--- config.mk ---
export PLATFORM = sky130hd
export DESIGN_NAME = noise_gate_hold_hysteresis
export DESIGN_NICKNAME = d
export VERILOG_FILES = /design/src/design/ngh_pkg.sv /design/src/design/ngh_front.sv /design/src/design/ngh_queue.sv /design/src/design/ngh_back.sv /design/src/design/noise_gate_hold_hysteresis.sv
export SDC_FILE = /design/constraint.sdc
export NUM_CORES = 2
export LEC_CHECK = 0
export BUFFER_PORTS_ARGS = -buffer_cell sky130_fd_sc_hd__buf_2
export CORE_MARGIN = 1.5
export CORE_UTILIZATION = 60
export DETAILED_ROUTE_END_ITERATION = 10
export PLACE_DENSITY_LB_ADDON = 0.08
export SLEW_MARGIN = 20
export SYNTH_ARGS = -nofsm -noshare
export SYNTH_HDL_FRONTEND = slang
export SYNTH_SLANG_ARGS = --single-unit
--- constraint.sdc ---
create_clock -name clk -period 33.2 [get_ports clk]
set_input_delay 3.32 -clock clk [delete_from_list [all_inputs] [get_ports clk]]
set_output_delay 3.32 -clock clk [all_outputs]
set_load 0.005 [all_outputs]
--- src/design/ngh_pkg.sv ---
// Shared types, constants and helper functions for the noise gate.
// Used by ngh_front, ngh_queue, ngh_back and noise_gate_hold_hysteresis.
`timescale 1ns / 1ps
package ngh_pkg;

  localparam int CHANNELS    = 2;
  localparam int SAMPLE_BITS = 24;
  localparam int QBITS       = 23;
  localparam int Q_DEPTH     = 2;
  localparam int Q_PTR_W     = (Q_DEPTH > 1) ? $clog2(Q_DEPTH) : 1;
  localparam int Q_CNT_W     = $clog2(Q_DEPTH + 1);
  localparam int CH_W        = (CHANNELS > 1) ? $clog2(CHANNELS) : 1;

  // level scaling of |sample| to Q1.23
  localparam int LVL_SHR = (SAMPLE_BITS >= 24) ? SAMPLE_BITS - 24 : 0;
  localparam int LVL_SHL = (SAMPLE_BITS < 24) ? 24 - SAMPLE_BITS : 0;

  // shared multiplier: MUL_A_W x 24 unsigned
  localparam int MUL_A_W = (SAMPLE_BITS > 24) ? SAMPLE_BITS : 24;
  localparam int PROD_W  = MUL_A_W + 24;
  localparam int RQ_W    = PROD_W - QBITS;

  localparam logic [23:0] UNITY  = 24'd8388608;
  localparam int          HALF_Q = 4194304;
  localparam logic [63:0] MAXV64 = (64'd1 << (SAMPLE_BITS - 1)) - 64'd1;

  // register map, index = paddr[4:2]
  localparam int          PADDR_W        = 5;
  localparam logic [2:0]  REG_OPEN_TH    = 3'd0;
  localparam logic [2:0]  REG_CLOSE_TH   = 3'd1;
  localparam logic [2:0]  REG_FLOOR      = 3'd2;
  localparam logic [2:0]  REG_ATTACK     = 3'd3;
  localparam logic [2:0]  REG_RELEASE    = 3'd4;
  localparam logic [2:0]  REG_DETECTOR   = 3'd5;
  localparam logic [2:0]  REG_HOLD       = 3'd6;
  localparam logic [2:0]  REG_BYPASS     = 3'd7;

  typedef logic signed [SAMPLE_BITS-1:0] samp_t;
  typedef samp_t [CHANNELS-1:0] samp_vec_t;

  typedef struct packed {
    logic [23:0] open_th;
    logic [23:0] close_th;
    logic [23:0] floor_gain;
    logic [22:0] attack_coef;
    logic [22:0] release_coef;
    logic [22:0] detector_coef;
    logic [17:0] hold_samples;
    logic        bypass;
  } cfg_t;

  typedef struct packed {
    samp_vec_t   samples;
    logic [23:0] peak;
    logic        byp;
  } q_entry_t;

  function automatic logic [SAMPLE_BITS-1:0] mag_of(input samp_t s);
    return s[SAMPLE_BITS-1] ? SAMPLE_BITS'(-s) : SAMPLE_BITS'(s);
  endfunction

  function automatic logic [23:0] level_of(input samp_t s);
    logic [SAMPLE_BITS-1:0] m;
    m = mag_of(s);
    return 24'((32'(m) << LVL_SHL) >> LVL_SHR);
  endfunction

endpackage

--- src/design/ngh_front.sv ---
// Front end: takes a frame transaction, finds the clamped peak level.
// Depends on ngh_pkg; feeds ngh_queue.
`timescale 1ns / 1ps
module ngh_front (
  input  logic                in_valid,
  output logic                in_stall,
  input  ngh_pkg::samp_vec_t  samples,
  input  logic                bypass,
  input  logic                q_full,
  output logic                push,
  output ngh_pkg::q_entry_t   entry
);

  logic [23:0] peak;
  logic [23:0] lvl;

  always_comb begin
    peak = '0;
    for (int c = 0; c < ngh_pkg::CHANNELS; c++) begin
      lvl = ngh_pkg::level_of(samples[c]);
      if (lvl > peak) peak = lvl;
    end
    if (peak > ngh_pkg::UNITY) peak = ngh_pkg::UNITY;
  end

  assign in_stall      = q_full;
  assign push          = in_valid && !q_full;
  assign entry.samples = samples;
  assign entry.peak    = peak;
  assign entry.byp     = bypass;

endmodule

--- src/design/ngh_queue.sv ---
// Short register queue between the front end and the back end.
// Depends on ngh_pkg.
`timescale 1ns / 1ps
module ngh_queue (
  input  logic              clk,
  input  logic              rst,
  input  logic              push,
  input  ngh_pkg::q_entry_t push_data,
  output logic              full,
  input  logic              pop,
  output logic              head_valid,
  output ngh_pkg::q_entry_t head
);

  ngh_pkg::q_entry_t                 slots [ngh_pkg::Q_DEPTH];
  logic [ngh_pkg::Q_PTR_W-1:0]       wr_ptr;
  logic [ngh_pkg::Q_PTR_W-1:0]       rd_ptr;
  logic [ngh_pkg::Q_CNT_W-1:0]       count;

  function automatic logic [ngh_pkg::Q_PTR_W-1:0] bump(input logic [ngh_pkg::Q_PTR_W-1:0] p);
    return (p == ngh_pkg::Q_PTR_W'(ngh_pkg::Q_DEPTH - 1)) ? '0 : p + 1'b1;
  endfunction

  assign full       = (count == ngh_pkg::Q_CNT_W'(ngh_pkg::Q_DEPTH));
  assign head_valid = (count != '0);
  assign head       = slots[rd_ptr];

  always_ff @(posedge clk) begin
    if (rst) begin
      wr_ptr <= '0;
      rd_ptr <= '0;
      count  <= '0;
    end else begin
      if (push) wr_ptr <= bump(wr_ptr);
      if (pop)  rd_ptr <= bump(rd_ptr);
      if (push && !pop)      count <= count + 1'b1;
      else if (pop && !push) count <= count - 1'b1;
    end
  end

  always_ff @(posedge clk) begin
    if (push) slots[wr_ptr] <= push_data;
  end

endmodule

--- src/design/ngh_back.sv ---
// Back end: envelope, hysteresis gate with hold, gain smoothing and the
// per-channel gain multiply on one shared multiplier. Depends on ngh_pkg.
`timescale 1ns / 1ps
module ngh_back (
  input  logic               clk,
  input  logic               rst,
  input  ngh_pkg::cfg_t      cfg,
  input  logic               q_valid,
  input  ngh_pkg::q_entry_t  q_head,
  output logic               pop,
  output logic               out_valid,
  input  logic               out_stall,
  output ngh_pkg::samp_vec_t out_samples,
  output logic               gate_open,
  output logic [23:0]        current_gain
);

  typedef enum logic [8:0] {
    ST_IDLE   = 9'b000000001,
    ST_ENV    = 9'b000000010,
    ST_ENVR   = 9'b000000100,
    ST_GATE   = 9'b000001000,
    ST_GAIN   = 9'b000010000,
    ST_GAINR  = 9'b000100000,
    ST_APPLY  = 9'b001000000,
    ST_APPLYR = 9'b010000000,
    ST_DONE   = 9'b100000000
  } state_t;

  state_t state;

  logic [23:0] envelope;
  logic [23:0] gain;
  logic        is_open;
  logic [17:0] hold_left;
  logic [ngh_pkg::CH_W-1:0] ch;

  ngh_pkg::samp_vec_t w_samp;
  ngh_pkg::samp_vec_t res;
  logic [23:0]        w_peak;

  logic [ngh_pkg::MUL_A_W-1:0] mul_a;
  logic [23:0]                 mul_b;
  logic [ngh_pkg::PROD_W-1:0]  prod;
  logic [ngh_pkg::PROD_W-1:0]  rnd;
  logic [ngh_pkg::RQ_W-1:0]    rq;

  logic [23:0] target;
  logic [22:0] g_coef;
  logic        g_ge;
  logic [23:0] g_diff;

  logic                        neg;
  logic [ngh_pkg::RQ_W-1:0]    maxv;
  logic                        out_free;

  assign target = is_open ? ngh_pkg::UNITY
                : ((cfg.floor_gain > ngh_pkg::UNITY) ? ngh_pkg::UNITY : cfg.floor_gain);
  assign g_coef = (target > gain) ? cfg.attack_coef : cfg.release_coef;
  assign g_ge   = (gain >= target);
  assign g_diff = g_ge ? (gain - target) : (target - gain);

  always_comb begin
    mul_a = '0;
    mul_b = '0;
    unique case (state)
      ST_ENV: begin
        mul_a = ngh_pkg::MUL_A_W'(envelope - w_peak);
        mul_b = {1'b0, cfg.detector_coef};
      end
      ST_GAIN: begin
        mul_a = ngh_pkg::MUL_A_W'(g_diff);
        mul_b = {1'b0, g_coef};
      end
      ST_APPLY: begin
        mul_a = ngh_pkg::MUL_A_W'(ngh_pkg::mag_of(w_samp[ch]));
        mul_b = gain;
      end
      default: ;
    endcase
  end

  // round half away from zero on magnitudes
  assign rnd  = prod + ngh_pkg::PROD_W'(ngh_pkg::HALF_Q);
  assign rq   = rnd[ngh_pkg::PROD_W-1:ngh_pkg::QBITS];
  assign neg  = w_samp[ch][ngh_pkg::SAMPLE_BITS-1];
  assign maxv = ngh_pkg::RQ_W'(ngh_pkg::MAXV64);
  assign out_free = !out_valid || !out_stall;
  assign pop  = (state == ST_IDLE) && q_valid;

  always_ff @(posedge clk) begin
    prod <= mul_a * mul_b;
  end

  always_ff @(posedge clk) begin
    if (rst) begin
      state     <= ST_IDLE;
      envelope  <= '0;
      gain      <= ngh_pkg::UNITY;
      is_open   <= 1'b0;
      hold_left <= '0;
      ch        <= '0;
      out_valid <= 1'b0;
    end else begin
      if (state == ST_DONE && out_free) out_valid <= 1'b1;
      else if (out_valid && !out_stall) out_valid <= 1'b0;
      unique case (state)
        ST_IDLE: begin
          if (q_valid) begin
            w_samp <= q_head.samples;
            w_peak <= q_head.peak;
            if (q_head.byp) begin
              res   <= q_head.samples;
              state <= ST_DONE;
            end else begin
              state <= ST_ENV;
            end
          end
        end
        ST_ENV: state <= ST_ENVR;
        ST_ENVR: begin
          if (w_peak > envelope) envelope <= w_peak;
          else envelope <= w_peak + 24'(rq);
          state <= ST_GATE;
        end
        ST_GATE: begin
          if (envelope >= cfg.open_th) begin
            is_open   <= 1'b1;
            hold_left <= cfg.hold_samples;
          end else if (is_open && envelope < cfg.close_th) begin
            if (hold_left != '0) hold_left <= hold_left - 18'd1;
            else is_open <= 1'b0;
          end
          state <= ST_GAIN;
        end
        ST_GAIN: state <= ST_GAINR;
        ST_GAINR: begin
          gain  <= g_ge ? target + 24'(rq) : target - 24'(rq);
          ch    <= '0;
          state <= ST_APPLY;
        end
        ST_APPLY: state <= ST_APPLYR;
        ST_APPLYR: begin
          if (neg) begin
            if (rq > maxv + 1'b1) res[ch] <= ngh_pkg::SAMPLE_BITS'(maxv + 1'b1);
            else res[ch] <= ngh_pkg::SAMPLE_BITS'(ngh_pkg::RQ_W'(0) - rq);
          end else begin
            if (rq > maxv) res[ch] <= ngh_pkg::SAMPLE_BITS'(maxv);
            else res[ch] <= ngh_pkg::SAMPLE_BITS'(rq);
          end
          if (ch == ngh_pkg::CH_W'(ngh_pkg::CHANNELS - 1)) begin
            state <= ST_DONE;
          end else begin
            ch    <= ch + 1'b1;
            state <= ST_APPLY;
          end
        end
        ST_DONE: begin
          if (out_free) begin
            out_samples  <= res;
            gate_open    <= is_open;
            current_gain <= gain;
            state        <= ST_IDLE;
          end
        end
        default: state <= ST_IDLE;
      endcase
    end
  end

  a_gain_range: assert property (@(posedge clk) disable iff (rst)
    gain <= ngh_pkg::UNITY) else $error("smoothed gain above unity");

  a_env_range: assert property (@(posedge clk) disable iff (rst)
    envelope <= ngh_pkg::UNITY) else $error("envelope above unity");

  a_closed_no_hold: assert property (@(posedge clk) disable iff (rst)
    !is_open |-> hold_left == '0) else $error("hold count left while closed");

  a_pop_only_idle: assert property (@(posedge clk) disable iff (rst)
    pop |=> state != ST_IDLE) else $error("popped frame not taken into work");

endmodule

--- src/design/noise_gate_hold_hysteresis.sv ---
// The back end works on one frame at a time, sharing a single multiplier for
// envelope, gain smoothing and each channel in turn; bypassed frames skip
// straight to the result. A 2-entry queue buffers input while a frame is in
// work, and in_stall is raised while the queue is full.
// Reset (synchronous, rst high): registers to defaults, envelope 0, gain unity,
// gate closed, hold 0, queue and output empty.
`timescale 1ns / 1ps
module noise_gate_hold_hysteresis (
  input  logic                                clk,
  input  logic                                rst,
  input  logic                                psel,
  input  logic                                penable,
  input  logic                                pwrite,
  input  logic [ngh_pkg::PADDR_W-1:0]         paddr,
  input  logic [31:0]                         pwdata,
  output logic [31:0]                         prdata,
  output logic                                pready,
  input  logic                                in_valid,
  output logic                                in_stall,
  input  logic signed [ngh_pkg::SAMPLE_BITS-1:0] left_sample,
  input  logic signed [ngh_pkg::SAMPLE_BITS-1:0] right_sample,
  output logic                                out_valid,
  input  logic                                out_stall,
  output logic signed [ngh_pkg::SAMPLE_BITS-1:0] left_out,
  output logic signed [ngh_pkg::SAMPLE_BITS-1:0] right_out,
  output logic                                gate_open,
  output logic [23:0]                         current_gain
);

  ngh_pkg::cfg_t      cfg;
  ngh_pkg::samp_vec_t in_samples;
  ngh_pkg::samp_vec_t out_samples;
  ngh_pkg::q_entry_t  push_entry;
  ngh_pkg::q_entry_t  q_head;
  logic               push;
  logic               q_full;
  logic               q_valid;
  logic               pop;
  logic               wr_en;
  logic [2:0]         reg_idx;

  assign pready  = 1'b1;
  assign wr_en   = psel && penable && pwrite;
  assign reg_idx = paddr[4:2];

  always_ff @(posedge clk) begin
    if (rst) begin
      cfg.open_th       <= 24'd839;
      cfg.close_th      <= 24'd420;
      cfg.floor_gain    <= 24'd8389;
      cfg.attack_coef   <= 23'd8215651;
      cfg.release_coef  <= 23'd8386861;
      cfg.detector_coef <= 23'd8353728;
      cfg.hold_samples  <= 18'd2400;
      cfg.bypass        <= 1'b0;
    end else if (wr_en) begin
      unique case (reg_idx)
        ngh_pkg::REG_OPEN_TH:  cfg.open_th       <= pwdata[23:0];
        ngh_pkg::REG_CLOSE_TH: cfg.close_th      <= pwdata[23:0];
        ngh_pkg::REG_FLOOR:    cfg.floor_gain    <= pwdata[23:0];
        ngh_pkg::REG_ATTACK:   cfg.attack_coef   <= pwdata[22:0];
        ngh_pkg::REG_RELEASE:  cfg.release_coef  <= pwdata[22:0];
        ngh_pkg::REG_DETECTOR: cfg.detector_coef <= pwdata[22:0];
        ngh_pkg::REG_HOLD:     cfg.hold_samples  <= pwdata[17:0];
        default:               cfg.bypass        <= pwdata[0];
      endcase
    end
  end

  always_comb begin
    unique case (reg_idx)
      ngh_pkg::REG_OPEN_TH:  prdata = 32'(cfg.open_th);
      ngh_pkg::REG_CLOSE_TH: prdata = 32'(cfg.close_th);
      ngh_pkg::REG_FLOOR:    prdata = 32'(cfg.floor_gain);
      ngh_pkg::REG_ATTACK:   prdata = 32'(cfg.attack_coef);
      ngh_pkg::REG_RELEASE:  prdata = 32'(cfg.release_coef);
      ngh_pkg::REG_DETECTOR: prdata = 32'(cfg.detector_coef);
      ngh_pkg::REG_HOLD:     prdata = 32'(cfg.hold_samples);
      default:               prdata = 32'(cfg.bypass);
    endcase
  end

  assign in_samples[0] = left_sample;
  assign in_samples[1] = right_sample;
  assign left_out      = out_samples[0];
  assign right_out     = out_samples[1];

  ngh_front u_front (
    .in_valid (in_valid),
    .in_stall (in_stall),
    .samples  (in_samples),
    .bypass   (cfg.bypass),
    .q_full   (q_full),
    .push     (push),
    .entry    (push_entry)
  );

  ngh_queue u_queue (
    .clk        (clk),
    .rst        (rst),
    .push       (push),
    .push_data  (push_entry),
    .full       (q_full),
    .pop        (pop),
    .head_valid (q_valid),
    .head       (q_head)
  );

  ngh_back u_back (
    .clk          (clk),
    .rst          (rst),
    .cfg          (cfg),
    .q_valid      (q_valid),
    .q_head       (q_head),
    .pop          (pop),
    .out_valid    (out_valid),
    .out_stall    (out_stall),
    .out_samples  (out_samples),
    .gate_open    (gate_open),
    .current_gain (current_gain)
  );

endmodule
==> impl_metrics.yaml <==
clocking:
  cts_setup_buffers: 0
  cts_resized: 0
  hold_buffers: 0
  htree_levels: 3
  clockBufferDepth: 3
  clk_latency_ns: 0.68
  cts_inserted_buffers: 69
  root_buffer: "clkbuf_16"
  cts_tree: "yes"
  clkTransAtPathRegs_ns: 0.06
  clock_sinks: 608
die:
  die_w_um: 305
  rows: 110
  start_util_pct: 60.6
  io-pin-count: 200
  core_area_um2: 90000
  dieHeight_um: 305
  die_area_um2: 92800
logic_synthesis:
  async_flop_share_pct: 0
  yosys.area_share.simple_pct: 16.0
  synthAdderAreaFrac_pct: 26.2
  ys_types: 90
  syn_area_um2: 54600
  ys_ff_latch: 608
  synthMuxAreaShare_pct: 4.27
  syn_area_per_cell_um2: 8.98
  synth_compound_area_share_pct: 13.4
  yosysSeqAreaShare_pct: 28.5
  synth_top_family_by_area: "adder cells"
  synth_xor_area_share_pct: 3.82
  synth_cells: 6076
  synth_edf_count: 339
  synthFlopType: "edfxtp_1"
  yosys_warnings: 0
worst_setup_path:
  slowest_delay_ns: 0.67
  worstReg2RegEnd: "u_back.prod[42]$_DFF_P_"
  critPathSlowestCell: "o21ai_0"
  r2r_start: "cfg[101]$_SDFFE_PP1P_"
  regToRegSetupSlack_ns: 19.13
  path_class: "register to register"
  crit_fanout: 37
  worstSetupStartpointType: "register"
  end_kind: "register"
  worstRegToRegCells: 50
  required_ns: 33.74
  critPathArrivalTime_ns: 14.61
  crit_top_cell: "inv_1"
run:
  drv_cap: 0
layout:
  drive_gt1_share_pct: 9.69
  fill_cells: 7485
  area_growth_pct: 8.35
  layout.nets: 7071
  seq_area_um2: 15600
  multi_input_area_um2: 35000
  final_util_pct: 65.7
placement:
  hpwlAfterDp_mm: 133
  place.gp.congestion: 1.01
  io_buffers: 180
  preCtsSetupSlack_ns: 19.45
sta:
  fmax_mhz: 71.0
  setup_violations: 0
  hold_viol: 0
  finalWorstSetupSlack_ns: 19.13
  relSlewSlack_pct: 17.4
  tightest_slew_ns: 1.24
  skew_ns: 0.0432
  holdWs_ns: 0.458
  fin_setup_tns_ns: 0
  fin_crit_ns: 14.07
  finalMaxSlewViolations: 0
  rsz0062_at_grt: "no"
  finalCritPeriodShare_pct: 42.4
detailed_routing:
  viasPerCell: 6.14
  wl_per_cell_um: 23.7
  drc: 0
  vias: 45200
  drtIter0Drc: 4680
  totalWireLength_mm: 174
  postRouteAntennaNets: 0
  drt_first_pass_iters: 8
power:
  switchingPower_uw: 739
  power_density_nw_per_um2: 38.3
  internal_power_uw: 1530
  leakagePower_uw: 0.0259
  pwr-share-clk_pct: 35.5
  power.total_uw: 2270
  switching_share_pct: 32.6
  comb_power_share_pct: 23.0
  ir_drop_uv: 56.1
  pwr-share-seq_pct: 41.5
grt:
  grt_antenna_before_repair: 7
  track_usage_pct: 37.8
  grt_pass1_wl_mm: 266
  grt_pass1_vias: 44300
  grt-ovfl-total: 0
  grt_max_degree: 96
hold_path:
  hold_path.startpoint: "cfg[130]$_SDFFE_PP0P_"
  hold_end: "cfg[130]$_SDFFE_PP0P_"
  hp-class: "register to register"
  whs_path_depth: 2
run_status:
  status: "finished, final reports clean"
-- Yosys cell counts (48+ instances only) --
library cell	number	area (µm²)
inv_1	802	3010
clkbuf_1	262	983
mux2_2	90	1010
nor2b_1	48	300
nand3_1	84	420
mux2i_1	94	941
a31oi_1	51	319
o21ai_0	213	1070
nor3_1	63	315
xnor2_1	144	1260
dfxtp_1	269	5390
edfxtp_1	339	10200
xor2_1	92	806
a21o_1	88	661
a21oi_1	389	1950
nor2_1	369	1390
nand2_1	931	3490
ha_1	367	4590
fa_1	486	9730
and2_1	114	713
-- metal layers --
| metal | routed length [µm] | vias up | GRT usage, % |
|---|---|---|---|
| met3 | 15800 | 466 | 6.22 |
| met4 | 11700 | 4 | 22.5 |
| met2 | 78600 | 2257 | 59.0 |
| met5 | 33 | - | 0 |
| met1 | 68100 | 22000 | 49.6 |
| li1 | - | 20400 | - |
-- cell usage in the layout, fill, tap and decap left out, types with 88 or more instances in the layout --
master	n
mux2i_1	93
mux2_2	90
buf_2	179
dfxtp_1	267
and2_1	114
nand2_1	930
o21ai_0	194
edfxtp_1	339
xnor2_1	144
inv_1	802
a21o_1	88
buf_4	101
a21oi_1	389
ha_1	367
fa_1	486
xor2_1	92
nor2_1	366
-- registers in the layout, indices dropped and copies added, names as in the netlist, 9 cells and up, named ones only --
name	flops
cfg	160
u_queue.slots	146
u_back.out_samples	48
u_back.res	48
u_back.w_samp	48
u_back.prod	26
u_back.current_gain	24
u_back.envelope	24
u_back.gain	24
u_back.w_peak	24
u_back.hold_left	18
u_back.state	9
-- worst max-delay path by stage --
| stage | startpoint | endpoint | slack (ns) |
|---|---|---|---|
| finish | cfg[101]$_SDFFE_PP1P_ | u_back.prod[42]$_DFF_P_ | 19.13 |
| global route | cfg[100]$_SDFFE_PP0P_ | u_back.prod[42]$_DFF_P_ | 18.44 |
| CTS | cfg[105]$_SDFFE_PP0P_ | u_back.prod[42]$_DFF_P_ | 19.35 |
| detailed placement | cfg[100]$_SDFFE_PP0P_ | u_back.prod[42]$_DFF_P_ | 19.45 |
| global placement | cfg[100]$_SDFFE_PP0P_ | u_back.prod[42]$_DFF_P_ | 19.52 |
| floorplan | u_back.is_open$_SDFFE_PP0P_ | u_back.prod[42]$_DFF_P_ | 21.79 |
-- logic make-up (layout without fill, tap and decap cells) --
kind of cell             count (synthesis)  count (layout)
AO/OA/AOI/OAI                         1153            1153
XOR/XNOR                               237             237
adder cells (fa/ha/maj)                853             853
buffers and inverters                 1113            1212
flip-flops                             608             608
multiplexers                           201             201
other                                    2              11
AND/OR/NAND/NOR                       1909            1909
-- power groups by stage --
stage	Clock (µW)	Sequential, µW	Combinational [µW]
global route	838	948	554
CTS	813	940	510
detailed placement	0	956	506
global placement	0	952	501
floorplan	0	938	328
finish	804	941	521
-- critical path: cells and delay by family, from the launching register on --
kind            cells  cell delay (ns)
xor+xnor            2             0.31
buf+inv            12             1.55
simple gates        9             2.28
flops               1             0.39
compound gates     17             4.92
fa+ha+maj          10             4.49
-- final cells by class --
type | count | share of cell area [%]
Antenna cell | 2 | 0.00846
Sequential cell | 608 | 26.3
Inverter | 804 | 5.10
Tap cell | 1176 | 2.49
Clock inverter | 40 | 0.851
Multi-Input combinational cell | 4362 | 59.2
Clock buffer | 87 | 3.19
Timing Repair Buffer | 281 | 2.82
-- metrics by stage --
stage	instance area, µm²	cells
floorplan	54600	6083
global placement	56700	7231
detailed placement	56700	7231
CTS	59100	7358
global route	59100	7359
finish	59100	7360
Power figures use the tool's default switching activity.
